$ cat src/rtl/lds_pkg.sv
// types, command constants and lookup functions of the led digit sequencer
// no dependencies
`timescale 1ns / 1ps

package lds_pkg;

    localparam int LDS_QUEUE_DEPTH = 4;

    localparam logic [7:0] CMD_FIXED_ADDR  = 8'h44;
    localparam logic [7:0] CMD_ADDR_BASE   = 8'hC0;
    localparam logic [7:0] CMD_DISPLAY_ON  = 8'h8F;
    localparam logic [7:0] CMD_BRIGHT_BASE = 8'h88;
    localparam logic [7:0] CMD_DISPLAY_OFF = 8'h80;
    localparam logic [7:0] SEG_POINT       = 8'h80;
    localparam logic [7:0] SEG_BLANK       = 8'h00;

    typedef enum logic [1:0] {
        ACT_WRITE_DIGIT    = 2'd0,
        ACT_SHOW_NUMBER    = 2'd1,
        ACT_SET_BRIGHTNESS = 2'd2,
        ACT_DISPLAY_OFF    = 2'd3
    } lds_action_t;

    typedef enum logic {
        OP_DIGIT  = 1'b0,
        OP_SINGLE = 1'b1
    } lds_op_t;

    typedef enum logic [1:0] {
        STEP_MODE = 2'd0,
        STEP_ADDR = 2'd1,
        STEP_SEG  = 2'd2,
        STEP_ON   = 2'd3
    } lds_step_t;

    typedef enum logic {
        FS_IDLE   = 1'b0,
        FS_DIGITS = 1'b1
    } lds_front_state_t;

    // one queued command: a four-byte digit write or a single framed byte
    typedef struct packed {
        lds_op_t     op;
        logic [2:0]  addr;
        logic [7:0]  data;
        logic        last;
    } lds_entry_t;

    typedef struct packed {
        logic full;
        logic valid;
    } lds_q_status_t;

    function automatic logic [7:0] seg_lookup(input logic [4:0] sym);
        logic [7:0] code;
        case (sym)
            5'd0:    code = 8'h3F;
            5'd1:    code = 8'h06;
            5'd2:    code = 8'h5B;
            5'd3:    code = 8'h4F;
            5'd4:    code = 8'h66;
            5'd5:    code = 8'h6D;
            5'd6:    code = 8'h7D;
            5'd7:    code = 8'h07;
            5'd8:    code = 8'h7F;
            5'd9:    code = 8'h6F;
            5'd10:   code = 8'h77;
            5'd11:   code = 8'h7C;
            5'd12:   code = 8'h58;
            5'd13:   code = 8'h5E;
            5'd14:   code = 8'h79;
            5'd15:   code = 8'h71;
            5'd16:   code = 8'h76;
            5'd17:   code = 8'h38;
            5'd18:   code = 8'h54;
            5'd19:   code = 8'h73;
            5'd20:   code = 8'h3E;
            default: code = SEG_BLANK;
        endcase
        return code;
    endfunction

    function automatic logic [13:0] digit_weight(input logic [1:0] idx);
        logic [13:0] w;
        case (idx)
            2'd0:    w = 14'd1000;
            2'd1:    w = 14'd100;
            2'd2:    w = 14'd10;
            default: w = 14'd1;
        endcase
        return w;
    endfunction

endpackage

$ cat src/rtl/lds_if.sv
// request and command byte channel interfaces of the led digit sequencer
// no dependencies
`timescale 1ns / 1ps

interface lds_in_if;
    logic        valid;
    logic        ready;
    logic [1:0]  action;
    logic [2:0]  position;
    logic [4:0]  symbol;
    logic [15:0] number;
    logic [2:0]  level;

    modport source (output valid, action, position, symbol, number, level, input ready);
    modport sink (input valid, action, position, symbol, number, level, output ready);
endinterface

interface lds_out_if;
    logic       valid;
    logic       ready;
    logic [7:0] command_byte;
    logic       start_before;
    logic       stop_after;
    logic       last;

    modport source (output valid, command_byte, start_before, stop_after, last, input ready);
    modport sink (input valid, command_byte, start_before, stop_after, last, output ready);
endinterface

$ cat src/rtl/lds_front.sv
// front end: accepts requests, splits numbers into digits, queues commands
// depends on lds_pkg and lds_in_if
`timescale 1ns / 1ps

module lds_front
    import lds_pkg::*;
(
    input  logic          clk,
    input  logic          rst_n,
    lds_in_if.sink        in_ch,
    input  logic          point_enable,
    input  lds_q_status_t q_status,
    output logic          push,
    output lds_entry_t    push_entry
);

    lds_front_state_t state_reg, state_next;
    logic [13:0]      rem_reg, rem_next;
    logic [1:0]       idx_reg, idx_next;

    logic [13:0] weight;
    logic [3:0]  digit_val;
    logic [13:0] digit_sub;

    function automatic logic [13:0] mod10000(input logic [15:0] v);
        logic [15:0] sub;
        sub = '0;
        for (int k = 1; k <= 6; k++)
        begin
            if (v >= 16'(k * 10000))
                sub = 16'(k * 10000);
        end
        return 14'(v - sub);
    endfunction

    function automatic logic [7:0] seg_byte(input logic [4:0] sym, input logic pe);
        return seg_lookup(sym) | (pe ? SEG_POINT : SEG_BLANK);
    endfunction

    // current decimal digit: largest k with k * weight not above the remainder
    always_comb
    begin
        weight    = digit_weight(idx_reg);
        digit_val = '0;
        digit_sub = '0;
        for (int k = 1; k <= 9; k++)
        begin
            if (rem_reg >= 14'(k) * weight)
            begin
                digit_val = 4'(k);
                digit_sub = 14'(k) * weight;
            end
        end
    end

    always_comb
    begin
        state_next  = state_reg;
        rem_next    = rem_reg;
        idx_next    = idx_reg;
        push        = 1'b0;
        push_entry  = '{op: OP_SINGLE, addr: 3'd0, data: CMD_DISPLAY_OFF, last: 1'b1};
        in_ch.ready = 1'b0;
        case (state_reg)
            FS_IDLE:
            begin
                in_ch.ready = !q_status.full;
                if (in_ch.valid && !q_status.full)
                begin
                    case (lds_action_t'(in_ch.action))
                        ACT_WRITE_DIGIT:
                        begin
                            push       = 1'b1;
                            push_entry = '{op: OP_DIGIT, addr: in_ch.position - 3'd1,
                                           data: seg_byte(in_ch.symbol, point_enable),
                                           last: 1'b1};
                        end
                        ACT_SHOW_NUMBER:
                        begin
                            rem_next   = mod10000(in_ch.number);
                            idx_next   = '0;
                            state_next = FS_DIGITS;
                        end
                        ACT_SET_BRIGHTNESS:
                        begin
                            push       = 1'b1;
                            push_entry = '{op: OP_SINGLE, addr: 3'd0,
                                           data: CMD_BRIGHT_BASE | {5'd0, in_ch.level},
                                           last: 1'b1};
                        end
                        default:
                        begin
                            push       = 1'b1;
                            push_entry = '{op: OP_SINGLE, addr: 3'd0,
                                           data: CMD_DISPLAY_OFF, last: 1'b1};
                        end
                    endcase
                end
            end
            FS_DIGITS:
            begin
                if (!q_status.full)
                begin
                    push       = 1'b1;
                    push_entry = '{op: OP_DIGIT, addr: {1'b0, idx_reg},
                                   data: seg_byte({1'b0, digit_val}, point_enable),
                                   last: (idx_reg == 2'd3)};
                    rem_next   = rem_reg - digit_sub;
                    idx_next   = idx_reg + 2'd1;
                    if (idx_reg == 2'd3)
                        state_next = FS_IDLE;
                end
            end
            default:
            begin
                state_next = FS_IDLE;
            end
        endcase
    end

    always_ff @(posedge clk or negedge rst_n)
    begin
        if (!rst_n)
        begin
            state_reg <= FS_IDLE;
            idx_reg   <= '0;
        end
        else
        begin
            state_reg <= state_next;
            idx_reg   <= idx_next;
        end
    end

    always_ff @(posedge clk)
    begin
        rem_reg <= rem_next;
    end

endmodule

$ cat src/rtl/lds_queue.sv
// command queue between front and back end of the led digit sequencer
// depends on lds_pkg
`timescale 1ns / 1ps

module lds_queue
    import lds_pkg::*;
#(
    parameter int DEPTH = LDS_QUEUE_DEPTH
)
(
    input  logic          clk,
    input  logic          rst_n,
    input  logic          push,
    input  lds_entry_t    push_entry,
    input  logic          pop,
    output lds_entry_t    head,
    output lds_q_status_t status
);

    localparam int PTR_W = (DEPTH > 1) ? $clog2(DEPTH) : 1;
    localparam int CNT_W = $clog2(DEPTH + 1);

    lds_entry_t         store_reg [DEPTH];
    logic [PTR_W-1:0]   wr_ptr_reg, wr_ptr_next;
    logic [PTR_W-1:0]   rd_ptr_reg, rd_ptr_next;
    logic [CNT_W-1:0]   cnt_reg, cnt_next;
    logic               do_push, do_pop;

    assign status.full  = (cnt_reg == CNT_W'(DEPTH));
    assign status.valid = (cnt_reg != '0);
    assign head         = store_reg[rd_ptr_reg];

    always_comb
    begin
        do_push     = push && !status.full;
        do_pop      = pop && status.valid;
        wr_ptr_next = wr_ptr_reg;
        rd_ptr_next = rd_ptr_reg;
        cnt_next    = cnt_reg;
        if (do_push)
            wr_ptr_next = (wr_ptr_reg == PTR_W'(DEPTH - 1)) ? '0 : wr_ptr_reg + 1'b1;
        if (do_pop)
            rd_ptr_next = (rd_ptr_reg == PTR_W'(DEPTH - 1)) ? '0 : rd_ptr_reg + 1'b1;
        if (do_push && !do_pop)
            cnt_next = cnt_reg + 1'b1;
        else if (do_pop && !do_push)
            cnt_next = cnt_reg - 1'b1;
    end

    always_ff @(posedge clk or negedge rst_n)
    begin
        if (!rst_n)
        begin
            wr_ptr_reg <= '0;
            rd_ptr_reg <= '0;
            cnt_reg    <= '0;
        end
        else
        begin
            wr_ptr_reg <= wr_ptr_next;
            rd_ptr_reg <= rd_ptr_next;
            cnt_reg    <= cnt_next;
        end
    end

    always_ff @(posedge clk)
    begin
        if (do_push)
            store_reg[wr_ptr_reg] <= push_entry;
    end

endmodule

$ cat src/rtl/lds_back.sv
// back end: queued commands to framed bytes, one per unstalled cycle
// depends on lds_pkg and lds_out_if
`timescale 1ns / 1ps

module lds_back
    import lds_pkg::*;
(
    input  logic          clk,
    input  logic          rst_n,
    input  lds_entry_t    head,
    input  lds_q_status_t q_status,
    output logic          pop,
    lds_out_if.source     out_ch
);

    lds_step_t  step_reg, step_next;
    logic       out_valid_reg, out_valid_next;
    logic [7:0] byte_reg, byte_next;
    logic       start_reg, start_next;
    logic       stop_reg, stop_next;
    logic       last_reg, last_next;
    logic       load;

    assign out_ch.valid        = out_valid_reg;
    assign out_ch.command_byte = byte_reg;
    assign out_ch.start_before = start_reg;
    assign out_ch.stop_after   = stop_reg;
    assign out_ch.last         = last_reg;

    always_comb
    begin
        load           = !out_valid_reg || out_ch.ready;
        step_next      = step_reg;
        out_valid_next = out_valid_reg && !out_ch.ready;
        byte_next      = byte_reg;
        start_next     = start_reg;
        stop_next      = stop_reg;
        last_next      = last_reg;
        pop            = 1'b0;
        if (q_status.valid && load)
        begin
            out_valid_next = 1'b1;
            if (head.op == OP_SINGLE)
            begin
                byte_next  = head.data;
                start_next = 1'b1;
                stop_next  = 1'b1;
                last_next  = head.last;
                pop        = 1'b1;
            end
            else
            begin
                case (step_reg)
                    STEP_MODE:
                    begin
                        byte_next  = CMD_FIXED_ADDR;
                        start_next = 1'b1;
                        stop_next  = 1'b1;
                        last_next  = 1'b0;
                    end
                    STEP_ADDR:
                    begin
                        byte_next  = CMD_ADDR_BASE | {5'd0, head.addr};
                        start_next = 1'b1;
                        stop_next  = 1'b0;
                        last_next  = 1'b0;
                    end
                    STEP_SEG:
                    begin
                        // segment byte continues the address transaction
                        byte_next  = head.data;
                        start_next = 1'b0;
                        stop_next  = 1'b1;
                        last_next  = 1'b0;
                    end
                    default:
                    begin
                        byte_next  = CMD_DISPLAY_ON;
                        start_next = 1'b1;
                        stop_next  = 1'b1;
                        last_next  = head.last;
                        pop        = 1'b1;
                    end
                endcase
            end
            step_next = pop ? STEP_MODE : lds_step_t'(step_reg + 2'd1);
        end
    end

    always_ff @(posedge clk or negedge rst_n)
    begin
        if (!rst_n)
        begin
            step_reg      <= STEP_MODE;
            out_valid_reg <= 1'b0;
        end
        else
        begin
            step_reg      <= step_next;
            out_valid_reg <= out_valid_next;
        end
    end

    always_ff @(posedge clk)
    begin
        byte_reg  <= byte_next;
        start_reg <= start_next;
        stop_reg  <= stop_next;
        last_reg  <= last_next;
    end

endmodule

$ cat src/rtl/led_digit_command_sequencer_core.sv
// top level of the led digit command sequencer: config register, front, queue, back
// depends on lds_pkg, lds_if, lds_front, lds_queue, lds_back
//
// channel   dir  transaction                 payload
// in_ch     in   one display request          action position symbol number level
// out_ch    out  one framed command byte      command_byte start_before stop_after last
// cfg       in   write of point_enable        cfg_wr_en cfg_wr_data
//
// the back end sends one byte per cycle while out_ch does not stall: a digit write is
// 4 bytes, show number 16, brightness and display off 1; the output register sets
// that rate; the front takes a request per cycle while the queue has room; show
// number holds it while its four decimal digits are queued, one per cycle with room
// a request reaches the output register through the queue, show number after the
// digit state as well; out_ch stalls back up via the queue
// reset clears the point enable, the queue and both state machines
`timescale 1ns / 1ps

module led_digit_command_sequencer_core
    import lds_pkg::*;
#(
    parameter int QUEUE_DEPTH = LDS_QUEUE_DEPTH
)
(
    input  logic      clk,
    input  logic      rst_n,
    lds_in_if.sink    in_ch,
    lds_out_if.source out_ch,
    input  logic      cfg_wr_en,
    input  logic      cfg_wr_data
);

    logic          point_enable_reg;
    logic          push;
    logic          pop;
    lds_entry_t    push_entry;
    lds_entry_t    head;
    lds_q_status_t q_status;

    always_ff @(posedge clk or negedge rst_n)
    begin
        if (!rst_n)
            point_enable_reg <= 1'b0;
        else if (cfg_wr_en)
            point_enable_reg <= cfg_wr_data;
    end

    lds_front u_front (
        .clk          (clk),
        .rst_n        (rst_n),
        .in_ch        (in_ch),
        .point_enable (point_enable_reg),
        .q_status     (q_status),
        .push         (push),
        .push_entry   (push_entry)
    );

    lds_queue #(
        .DEPTH (QUEUE_DEPTH)
    ) u_queue (
        .clk        (clk),
        .rst_n      (rst_n),
        .push       (push),
        .push_entry (push_entry),
        .pop        (pop),
        .head       (head),
        .status     (q_status)
    );

    lds_back u_back (
        .clk      (clk),
        .rst_n    (rst_n),
        .head     (head),
        .q_status (q_status),
        .pop      (pop),
        .out_ch   (out_ch)
    );

endmodule

$ cat src/flat_wrapper.sv
// flat-port wrapper written by rule: the top's interface ports become plain ports
module led_digit_command_sequencer_core_flat import lds_pkg::*;
#(
    parameter int QUEUE_DEPTH = LDS_QUEUE_DEPTH
)
  (clk, rst_n, cfg_wr_en, cfg_wr_data, in_ch_valid, in_ch_action, in_ch_position, in_ch_symbol, in_ch_number, in_ch_level, in_ch_ready, out_ch_valid, out_ch_command_byte, out_ch_start_before, out_ch_stop_after, out_ch_last, out_ch_ready);
  lds_in_if in_ch_i ();
  lds_out_if out_ch_i ();
  input  logic clk;
  input  logic rst_n;
  input  logic cfg_wr_en;
  input  logic cfg_wr_data;
  input wire logic [$bits(in_ch_i.valid)-1:0] in_ch_valid;
  input wire logic [$bits(in_ch_i.action)-1:0] in_ch_action;
  input wire logic [$bits(in_ch_i.position)-1:0] in_ch_position;
  input wire logic [$bits(in_ch_i.symbol)-1:0] in_ch_symbol;
  input wire logic [$bits(in_ch_i.number)-1:0] in_ch_number;
  input wire logic [$bits(in_ch_i.level)-1:0] in_ch_level;
  output wire logic [$bits(in_ch_i.ready)-1:0] in_ch_ready;
  output wire logic [$bits(out_ch_i.valid)-1:0] out_ch_valid;
  output wire logic [$bits(out_ch_i.command_byte)-1:0] out_ch_command_byte;
  output wire logic [$bits(out_ch_i.start_before)-1:0] out_ch_start_before;
  output wire logic [$bits(out_ch_i.stop_after)-1:0] out_ch_stop_after;
  output wire logic [$bits(out_ch_i.last)-1:0] out_ch_last;
  input wire logic [$bits(out_ch_i.ready)-1:0] out_ch_ready;
  assign in_ch_i.valid = in_ch_valid;
  assign in_ch_i.action = in_ch_action;
  assign in_ch_i.position = in_ch_position;
  assign in_ch_i.symbol = in_ch_symbol;
  assign in_ch_i.number = in_ch_number;
  assign in_ch_i.level = in_ch_level;
  assign in_ch_ready = in_ch_i.ready;
  assign out_ch_valid = out_ch_i.valid;
  assign out_ch_command_byte = out_ch_i.command_byte;
  assign out_ch_start_before = out_ch_i.start_before;
  assign out_ch_stop_after = out_ch_i.stop_after;
  assign out_ch_last = out_ch_i.last;
  assign out_ch_i.ready = out_ch_ready;
  led_digit_command_sequencer_core #(.QUEUE_DEPTH(QUEUE_DEPTH)) u_core (.clk(clk), .rst_n(rst_n), .in_ch(in_ch_i), .out_ch(out_ch_i), .cfg_wr_en(cfg_wr_en), .cfg_wr_data(cfg_wr_data));
endmodule
$ cat config.mk
export PLATFORM = sky130hd
export DESIGN_NAME = led_digit_command_sequencer_core_flat
export DESIGN_NICKNAME = d
export VERILOG_FILES = /design/src/rtl/lds_pkg.sv /design/src/rtl/lds_if.sv /design/src/rtl/lds_front.sv /design/src/rtl/lds_queue.sv /design/src/rtl/lds_back.sv /design/src/rtl/led_digit_command_sequencer_core.sv /design/src/flat_wrapper.sv
export SDC_FILE = /design/constraint.sdc
export NUM_CORES = 1
export LEC_CHECK = 0
export BUFFER_PORTS_ARGS = -buffer_cell sky130_fd_sc_hd__clkbuf_2
export CORE_MARGIN = 1.5
export CORE_UTILIZATION = 68
export DETAILED_ROUTE_END_ITERATION = 8
export PLACE_DENSITY_LB_ADDON = 0.2
export SLEW_MARGIN = 15
export SYNTH_ARGS = -nofsm -noshare
export SYNTH_HDL_FRONTEND = slang
export SYNTH_HIERARCHICAL = 1
export SYNTH_SLANG_ARGS = --single-unit
$ cat constraint.sdc
create_clock -name clk -period 10.7 [get_ports clk]
set_input_delay 1.605 -clock clk [delete_from_list [all_inputs] [get_ports clk]]
set_output_delay 1.605 -clock clk [all_outputs]
set_load 0.005 [all_outputs]
== Word-level counts from Yosys, hierarchy flattened ==
Memories as Yosys holds them, arrays and structs flattened.
Index checks and enable logic that the tools add are counted.
W data, S select, Z words.
Word-level totals
  bits in registers: 39
  RAM bits: 52
  memory bits (read-only): 336
  input bits: 35
  output and inout port bits: 13
  word-level logic and storage cells: 155
  memories kept: 3
Memories
  (no name shown): words 32, bits a word 7, rd ports 1, clocked after memory_dff 0, wr ports 0, RTL line lds_pkg.sv:56  | case (sym)
  (no name shown): words 16, bits a word 7, rd ports 1, clocked after memory_dff 0, wr ports 0, RTL line lds_pkg.sv:56
  u_core.u_queue.store_reg: words 4, bits a word 13, rd ports 1, clocked after memory_dff 0, wr ports 1, RTL line lds_queue.sv:23  | lds_entry_t store_reg [DEPTH];
Cells by class
  add/subtract/negate cells: 9
  multiply operators: 5
  $lt $le $gt $ge: 15
  eq/ne operators: 13
  muxes and demuxes: 74
  bitwise operators: 3
  reductions and logical operators: 20
Operators by type and width (count)
  $mux W14: 21
  $ge A14 B14 Y1: 9
  $mux W8: 7
  $pmux W13 S2: 2
  $ge A16 B16 Y1 const B: 3
  $ge A16 B15 Y1 const B: 2
  $mux W4: 8
  $pmux W10 S3: 1
  $mul A3 B14 Y14 const A: 2
  $pmux W14 S2: 1
  $sub A14 B14 Y14: 2
  $mux W13: 2
  $pmux W8 S3: 1
  $mux W1: 20
  $ge A16 B14 Y1 const B: 1
  $or A8 B8 Y8: 2
  $mul A2 B14 Y13 const A: 1
  $mul A2 B14 Y14 const A: 1
  $mul A4 B14 Y14 const A: 1
  $eq A2 B2 Y1 const B: 6
  $mux W2: 6
  $add A2 B1 Y2 const B: 4
  $logic_and A1 B1 Y1: 7
  $eq A2 B1 Y1 const B: 3
  other kinds (16): 26

== Longest topological paths before layout ==
Gate-level depths: netlist of the first run.
An unclocked memory read counts as a cell.
  word-level depth: 18
  gate-level depth with buffers: 25
  gate-level depth less buffers: 24

== Hierarchy ==
Netlist of the first run, hierarchy kept.
By module, submodules not included
  lds_front: times used 1, cells an instance 720, area each 5321.4 um^2, sequential area each 495.5 um^2
  lds_queue: times used 1, cells an instance 105, area each 2363.5 um^2, sequential area each 1736.7 um^2
  lds_back: times used 1, cells an instance 58, area each 696.9 um^2, sequential area each 405.4 um^2
  led_digit_command_sequencer_core: times used 1, cells an instance 2, area each 40.0 um^2, sequential area each 25.0 um^2

== Least setup slack after synthesis of the first run ==
OpenSTA, ideal clock, no wires.
  path kind: flip-flop to flip-flop
  start: reg u_core.u_front.idx_reg[1]
  end: reg u_core.u_front.rem_reg[12] (data pin)
  library setup time: 0.270 ns
  arrival time: 5.279 ns
  required time: 10.430 ns
  slack: 5.151 ns
  stages on the path, launching flop included: 23
  path buffers: 1
  clock period less this slack: 5.549 ns
  path through: dfrtp_1 > inv_1 > ha_1 > inv_1 > clkbuf_1 > ha_1 > a21o_1 > or4_1 > a211oi_1 > o221a_1 > o21ai_0 > a31oi_1 > nor2_1 > ha_1 > fa_1 > nor2b_1 > o21ai_0 > a21boi_0 > o211ai_1 > a21oi_1 > o31ai_1 > xor2_1 > mux2i_1
Between the ends
  word-level cells in the longest chain between the ends: 15
  elaborated cells on any way between the ends: 30
  those cells by class: add/sub (1); mul (5); order compare (9); eq/ne (2); mux (12); reduce/logical (1)
Ends and longest elaborated chain
  start, declared: RTL line lds_front.sv:19  | logic [1:0] idx_reg, idx_next;
  start signal, assigned: RTL line lds_front.sv:131  | idx_reg <= idx_next;
  $eq A2 B2 Y1, or another cell as far along: RTL line lds_pkg.sv:85  | case (idx)
  $pmux W10 S3 *: RTL line lds_pkg.sv:85
  parallel branches: the longest is 9 deep, another holds $mul A2 B14 Y14
  $mux W14 *: RTL line lds_front.sv:48  | if (rem_reg >= 14'(k) * weight)
  $sub A14 B14 Y14 *: RTL line lds_front.sv:108  | rem_next = rem_reg - digit_sub;
  $mux W14 *: RTL line lds_front.sv:102  | if (!q_status.full)
  $pmux W14 S2 *: RTL line lds_front.sv:64  | case (state_reg)
  named net u_core.u_front.rem_next[12]: RTL line lds_front.sv:18  | logic [13:0] rem_reg, rem_next;
  end signal, assigned: RTL line lds_front.sv:137  | rem_reg <= rem_next;
  end, declared: RTL line lds_front.sv:18
Mark *: on every way through the listed nets, which the timed path passes. The select of a mux whose other input is x is not followed.
A chain may end at the register's enable or synchronous reset.

== Final worst setup path of the first run ==
Ends and elaborated chain as after synthesis.

==> results of run 1 <==
cells in the final DEF (no fill, tap or decap), types with 22 or more instances in the layout:
cell      netlist  final
nand2_1        76     76
o21ai_0        48     48
nand3_1        22     22
edfxtp_1       77     77
a21oi_1        67     67
nor2_1         64     64
inv_1          46     46
clkbuf_2        0     47
ha_1          110    110
cells by family after synthesis:
family | after synthesis | synth area share, %
compound gates | 280 | 22.3
xor+xnor | 27 | 2.81
fa+ha+maj | 116 | 17.5
buf+inv | 84 | 4.35
flops | 91 | 31.6
mux | 32 | 6.27
simple gates | 255 | 15.1
metrics by stage:
step	instance area [sq um]	hold WS [ns]	std cells	setup WS [ns]	utilization (%)
after detailed placement	8740	0.493	1073	3.71	72.4
final	9040	0.519	1089	3.48	75.0
after global placement	8740	0.483	1073	3.93	72.4
after global routing	9040	0.521	1089	3.08	75.0
after CTS	9040	0.507	1089	3.67	75.0
after floorplan	8420	0.464	885	5.15	-
routing by layer:
layer	vias up	GRT usage, %
met1	3624	49.6
met4	0	21.1
met5	-	0
met2	499	67.4
li1	3429	-
met3	117	7.99
critical path, cell delays in order (launching register included):
cell      delay [ns]
dfrtp_1         0.60
inv_1           0.33
ha_1            0.66
inv_1           0.54
ha_1            0.52
a21o_1          0.22
or4_1           0.40
a211oi_1        0.62
o221a_1         0.34
o21ai_0         0.08
a31oi_1         0.48
nor2_1          0.10
ha_1            0.23
fa_1            0.40
nor2b_1         0.12
o21ai_0         0.10
a21boi_0        0.37
o211ai_1        0.17
a21oi_1         0.26
o31ai_1         0.14
xor2_1          0.15
mux2i_1         0.09
worst paths after layout:
kind | startpoint | to | slack [ns] | cells after the start
hold / removal | u_core/u_queue/cnt_reg[2] | u_core/u_queue/cnt_reg[2] | 0.52 | 1
setup reg to reg | u_core/u_front/idx_reg[1] | u_core/u_front/rem_reg[12] | 3.48 | 21
max in group asynchronous | rst_n | u_core/u_front/state_reg | 9.19 | 1
min in group asynchronous | rst_n | u_core/point_enable_reg | 1.19 | 1
hold reg to reg | u_core/u_queue/cnt_reg[2] | u_core/u_queue/cnt_reg[2] | 0.52 | 1
setup / recovery | u_core/u_front/idx_reg[1] | u_core/u_front/rem_reg[12] | 3.48 | 21
final cells by class:
type | count | share of cell area, %
Clock inverter | 7 | 0.899
Timing Repair Buffer | 53 | 3.10
Clock buffer | 9 | 2.49
Multi-Input combinational cell | 710 | 59.6
Sequential cell | 91 | 29.4
Inverter | 51 | 2.12
Tap cell | 168 | 2.32
==> impl_metrics.env, run 1 <==
export IMPL_antenna_left=0
export IMPL_syn_cell_area_sq_um=8420
export IMPL_cts_max_level=3
export IMPL_first_pass_iters=7
export IMPL_gp_congestion=1.02
export IMPL_portBuffers=47
export IMPL_cts_max_path_buffers=2
export IMPL_grt_pass1_vias=7428
export IMPL_n_antenna_cell=0
export IMPL_drt_iter0_markers=989
export IMPL_worstSetupPathType="reg2reg"
export IMPL_avgSynthCellArea_sq_um=9.52
export IMPL_fillers=763
export IMPL_hold_path_class="reg2reg"
export IMPL_cts_tree="yes"
export IMPL_rows=40
export IMPL_synth_largest_area_cell="edfxtp_1"
export IMPL_drt_vias_per_instance=7.04
export IMPL_grt_max_degree=22
export IMPL_min_period_over_period_pct=67.5
export IMPL_start_kind="register"
export IMPL_synthTopCellsByArea="edfxtp_1, ha_1, dfrtp_1"
export IMPL_finalSetupViolCount=0
export IMPL_clk_latency_ns=0.35
export IMPL_routed_wl_um=25300
export IMPL_drive_above_1_share_pct=12.7
export IMPL_initial_utilization_pct=69.8
export IMPL_coreArea_sq_um=12100
export IMPL_synth_cell_types=91
export IMPL_cts_resized=0
export IMPL_arrival_ns=7.29
export IMPL_end_kind="register"
export IMPL_yosys_area_top_type_share_pct=27.5
export IMPL_clk_pin_slew_ns=0.07
export IMPL_synth_commonest_cells="ha_1, edfxtp_1, nand2_1"
export IMPL_holdBufCountCts=0
export IMPL_antenna_found_initial=0
export IMPL_nNetsFinal=1065
export IMPL_dieWidth_um=114
export IMPL_synth_main_ff_cell="edfxtp_1"
export IMPL_via_count=7669
export IMPL_syn_nets=1034
export IMPL_met2_wirelength_um=12300
export IMPL_clockRootBuffer="clkbuf_16"
export IMPL_final_seq_area_sq_um=2660
export IMPL_synth_warnings=6
export IMPL_ys_async_sr_fraction_pct=15.4
export IMPL_post_cts_buffers=0
export IMPL_grt_total_usage_pct=40.3
export IMPL_crit_required_ns=10.77
export IMPL_cts_buffers_inserted=9
export IMPL_fin_skew_ns=0.0102
export IMPL_syn2layout_area_growth_pct=7.38
export IMPL_rsz0062_at_grt="false"
export IMPL_fin_crit_ns=7.22
export IMPL_dr_wl_met3_um=1950
export IMPL_fin_setup_tns_ns=0
export IMPL_largest_register_ffs=52
export IMPL_ys_seq_area_share_pct=31.6
export IMPL_wl_per_cell_um=23.3
export IMPL_die_area_sq_um=13100
export IMPL_maxCapViolCount=0
export IMPL_top_layer_used="met4"
export IMPL_relSlewSlack_pct=35.7
export IMPL_grt_pass1_wl_um=40300
export IMPL_crit_fanout=19
export IMPL_synth_edf_count=77
export IMPL_synth_most_common_cell="ha_1"
export IMPL_multi_input_area_sq_um=5390
export IMPL_tightestPinTransition_ns=0.964
export IMPL_drt_met1_wl_um=9640
export IMPL_pin_count=48
export IMPL_hpwlAfterDp_um=18400
export IMPL_die_h_um=114
export IMPL_finalMaxSlewViolations=0
export IMPL_grt_overflow=0
export IMPL_syn_inst=885
export IMPL_drc=0
export IMPL_hold_viol_final=0
export IMPL_synth_seq_cells=91
export IMPL_timing_fmax_mhz=139
export IMPL_outcome="finished clean"
export IMPL_numClockSinks=91
Power of run 1 is not shown: default switching activity piles up to over one toggle a cycle in this logic, so the estimate is an artifact.
==> run 2: changes to the inputs <==
--- a/config.mk
+++ b/config.mk
@@ -5,9 +5,10 @@
 export SDC_FILE = /design/constraint.sdc
 export NUM_CORES = 1
 export LEC_CHECK = 0
+export ABC_AREA = 1
 export BUFFER_PORTS_ARGS = -buffer_cell sky130_fd_sc_hd__clkbuf_2
 export CORE_MARGIN = 1.5
-export CORE_UTILIZATION = 68
+export CORE_UTILIZATION = 63
 export DETAILED_ROUTE_END_ITERATION = 8
 export PLACE_DENSITY_LB_ADDON = 0.2
 export SLEW_MARGIN = 15
==> constraint.sdc (replaced) <==
create_clock -name clk -period 7.34 [get_ports clk]
set_input_delay 1.101 -clock clk [delete_from_list [all_inputs] [get_ports clk]]
set_output_delay 1.101 -clock clk [all_outputs]
set_load 0.005 [all_outputs]
==> run 2 against run 1 <==
  * Setup slack got worse by 2.6 ns
  * Critical path depth up 8
  * Design area up 6.2%
  * Non-clock buffer count up 4
  * Global-route usage fell by 7.9 points
  * Sequential share of layout area fell by 1.7 points
  * Flip-flop and latch count did not move
==> impl_metrics.env, run 2 <==
export IMPL_outcome="finished clean"
export IMPL_grt_overflow=0
export IMPL_via_count=8485
export IMPL_arrival_ns=6.55
export IMPL_r2r_end="u_core/u_front/rem_reg[11]"
export IMPL_syn2layout_area_growth_pct=7.13
export IMPL_min_to="u_core/u_queue/cnt_reg[2]"
export IMPL_drc=0
export IMPL_die_h_um=122
export IMPL_cts_max_path_buffers=2
export IMPL_final_core_util_pct=69.2
export IMPL_crit_required_ns=7.45
export IMPL_min_period_over_period_pct=87.8
export IMPL_fin_crit_ns=6.44
export IMPL_finalMaxSlewViolations=0
export IMPL_antenna_left=0
export IMPL_synth_largest_area_cell="edfxtp_1"
export IMPL_grt_total_usage_pct=32.4
export IMPL_cts_buffers_inserted=9
export IMPL_coreArea_sq_um=13900
export IMPL_rows=43
export IMPL_crit_fanout=14
export IMPL_synth_commonest_cells="nand2_1, inv_1, ha_1"
export IMPL_cts_tree="yes"
export IMPL_end_kind="register"
export IMPL_hpwlAfterDp_um=18300
export IMPL_hold_path_class="reg2reg"
export IMPL_met2_wirelength_um=11000
export IMPL_rsz0062_at_grt="false"
export IMPL_avgSynthCellArea_sq_um=7.43
export IMPL_relSlewSlack_pct=33.0
export IMPL_antenna_found_initial=0
export IMPL_largest_register_ffs=52
export IMPL_cp_top_family="compound AO/OA/AOI/OAI gates"
export IMPL_synthTopCellsByArea="edfxtp_1, ha_1, nand2_1"
export IMPL_worstSetupPathType="reg2reg"
export IMPL_synth_main_ff_cell="edfxtp_1"
export IMPL_drt_vias_per_instance=5.92
export IMPL_tightestPinTransition_ns=1.00
export IMPL_slowest_delay_ns=0.60
export IMPL_final_common_cell="nand2_1"
export IMPL_n_antenna_cell=0
export IMPL_drt_iter0_markers=962
export IMPL_nNetsFinal=1397
export IMPL_gp_congestion=1.04
export IMPL_synth_warnings=6
export IMPL_worst_path_most_repeated_cell="nand2_1"
export IMPL_wl_per_cell_um=16.6
export IMPL_numClockSinks=91
export IMPL_synth_seq_cells=91
export IMPL_yosys_area_top_type_share_pct=25.8
export IMPL_clk_latency_ns=0.36
export IMPL_timing_fmax_mhz=155
export IMPL_grt_max_degree=56
export IMPL_finalSetupViolCount=0
export IMPL_drive_above_1_share_pct=10.5
export IMPL_post_cts_buffers=0
export IMPL_syn_nets=1356
export IMPL_layout_common_cells="nand2_1, inv_1, ha_1, nor2_1, a21oi_1"
export IMPL_r2r_cells=29
export IMPL_path_buf_inv=4
export IMPL_syn_inst=1207
export IMPL_dr_wl_met3_um=1920
export IMPL_routed_wl_um=23700
export IMPL_clockRootBuffer="clkbuf_16"
export IMPL_fin_skew_ns=0.00478
export IMPL_multi_input_area_sq_um=5420
export IMPL_dieWidth_um=122
export IMPL_maxCapViolCount=0
export IMPL_ys_seq_area_share_pct=29.7
export IMPL_top_layer_used="met4"
export IMPL_fillers=1220
export IMPL_min_path_cells=2
export IMPL_cp_slowest_cell="dfrtp_1"
export IMPL_synth_most_common_cell="nand2_1"
export IMPL_drt_met1_wl_um=9850
export IMPL_die_area_sq_um=15000
export IMPL_grt_pass1_wl_um=37500
export IMPL_first_pass_iters=5
export IMPL_clk_pin_slew_ns=0.07
export IMPL_synth_edf_count=77
export IMPL_cts_resized=0
export IMPL_reg2reg_slack_ns=0.90
export IMPL_final_seq_area_sq_um=2660
export IMPL_initial_utilization_pct=64.6
export IMPL_worstReg2RegStart="u_core/u_front/idx_reg[1]"
export IMPL_min_from="u_core/u_queue/cnt_reg[2]"
export IMPL_synth_cell_types=61
export IMPL_start_kind="register"
export IMPL_cts_max_level=3
export IMPL_grt_pass1_vias=7697
export IMPL_fin_setup_tns_ns=0
export IMPL_holdBufCountCts=0
export IMPL_portBuffers=47
export IMPL_pin_count=48
export IMPL_syn_cell_area_sq_um=8970
export IMPL_ys_async_sr_fraction_pct=15.4
export IMPL_hold_viol_final=0
run 2: cell count changes after synthesis, moves of 13 or more:
cell      delta
nand2_1    +233
nor2_1      +27
clkbuf_1    -15
nand3_1     +51
a21oi_1     +13
o21ai_0     +14
xnor2_1     -15
mux4_2      -14
inv_1      +117
run 2: worst reg2reg max path, delay by kind of cell, from the launching register on:
| kind | cells | cell delay [ns] |
|---|---|---|
| AOI/OAI and AO/OA | 10 | 1.92 |
| adders and majority gates | 3 | 1.35 |
| buffers and inverters | 4 | 1.21 |
| DFF | 1 | 0.60 |
| and+or+nand+nor | 12 | 1.12 |
run 2: cell families (layout without fill, tap and decap cells):
family | after synthesis | in the layout | share of synthesized area, %
and+or+nand+nor | 542 | 542 | 26.1
AOI/OAI and AO/OA | 240 | 240 | 16.7
buffers and inverters | 206 | 252 | 9.89
adders and majority gates | 114 | 114 | 16.2
DFF | 91 | 91 | 29.7
xor gates and xnor gates | 13 | 13 | 1.27
muxes | 1 | 1 | 0.112
run 2: worst max-delay path by stage:
stage | cells after the start | slack, ns | endpoint | from
after CTS | 30 | 1.09 | u_core/u_front/rem_reg[12] | u_core/u_front/idx_reg[1]
final | 29 | 0.90 | u_core/u_front/rem_reg[11] | u_core/u_front/idx_reg[1]
after detailed placement | 30 | 1.13 | u_core/u_front/rem_reg[12] | u_core/u_front/idx_reg[1]
after global routing | 29 | 0.35 | u_core/u_front/rem_reg[11] | u_core/u_front/idx_reg[1]
after floorplan | 31 | 2.26 | u_core/u_front/rem_reg[12] | u_core/u_front/idx_reg[1]
after global placement | 30 | 1.27 | u_core/u_front/rem_reg[11] | u_core/u_front/idx_reg[1]
run 2: per-layer routing:
metal	track usage, %	up-vias
met2	54.0	392
met4	14.2	0
met1	41.7	3856
li1	-	4160
met5	0	-
met3	4.97	77
run 2: final cells by class:
type,instances,area share [%]
Inverter,179,7.12
Multi-Input combinational cell,910,56.4
Tap cell,180,2.34
Clock inverter,7,0.794
Sequential cell,91,27.7
Clock buffer,9,2.34
Timing Repair Buffer,57,3.23
run 2: stage by stage:
stage          hold slack [ns]  cells  setup slack (ns)  instance area [sq um]
2_1_floorplan            0.434   1207              2.26                   8970
3_3_place_gp             0.478   1417              1.27                   9300
3_5_place_dp             0.491   1417              1.13                   9300
4_1_cts                  0.507   1433              1.09                   9600
5_1_grt                  0.527   1433             0.355                   9610
6_report                 0.500   1433             0.898                   9610
Power of run 2 is left out for the same reason.
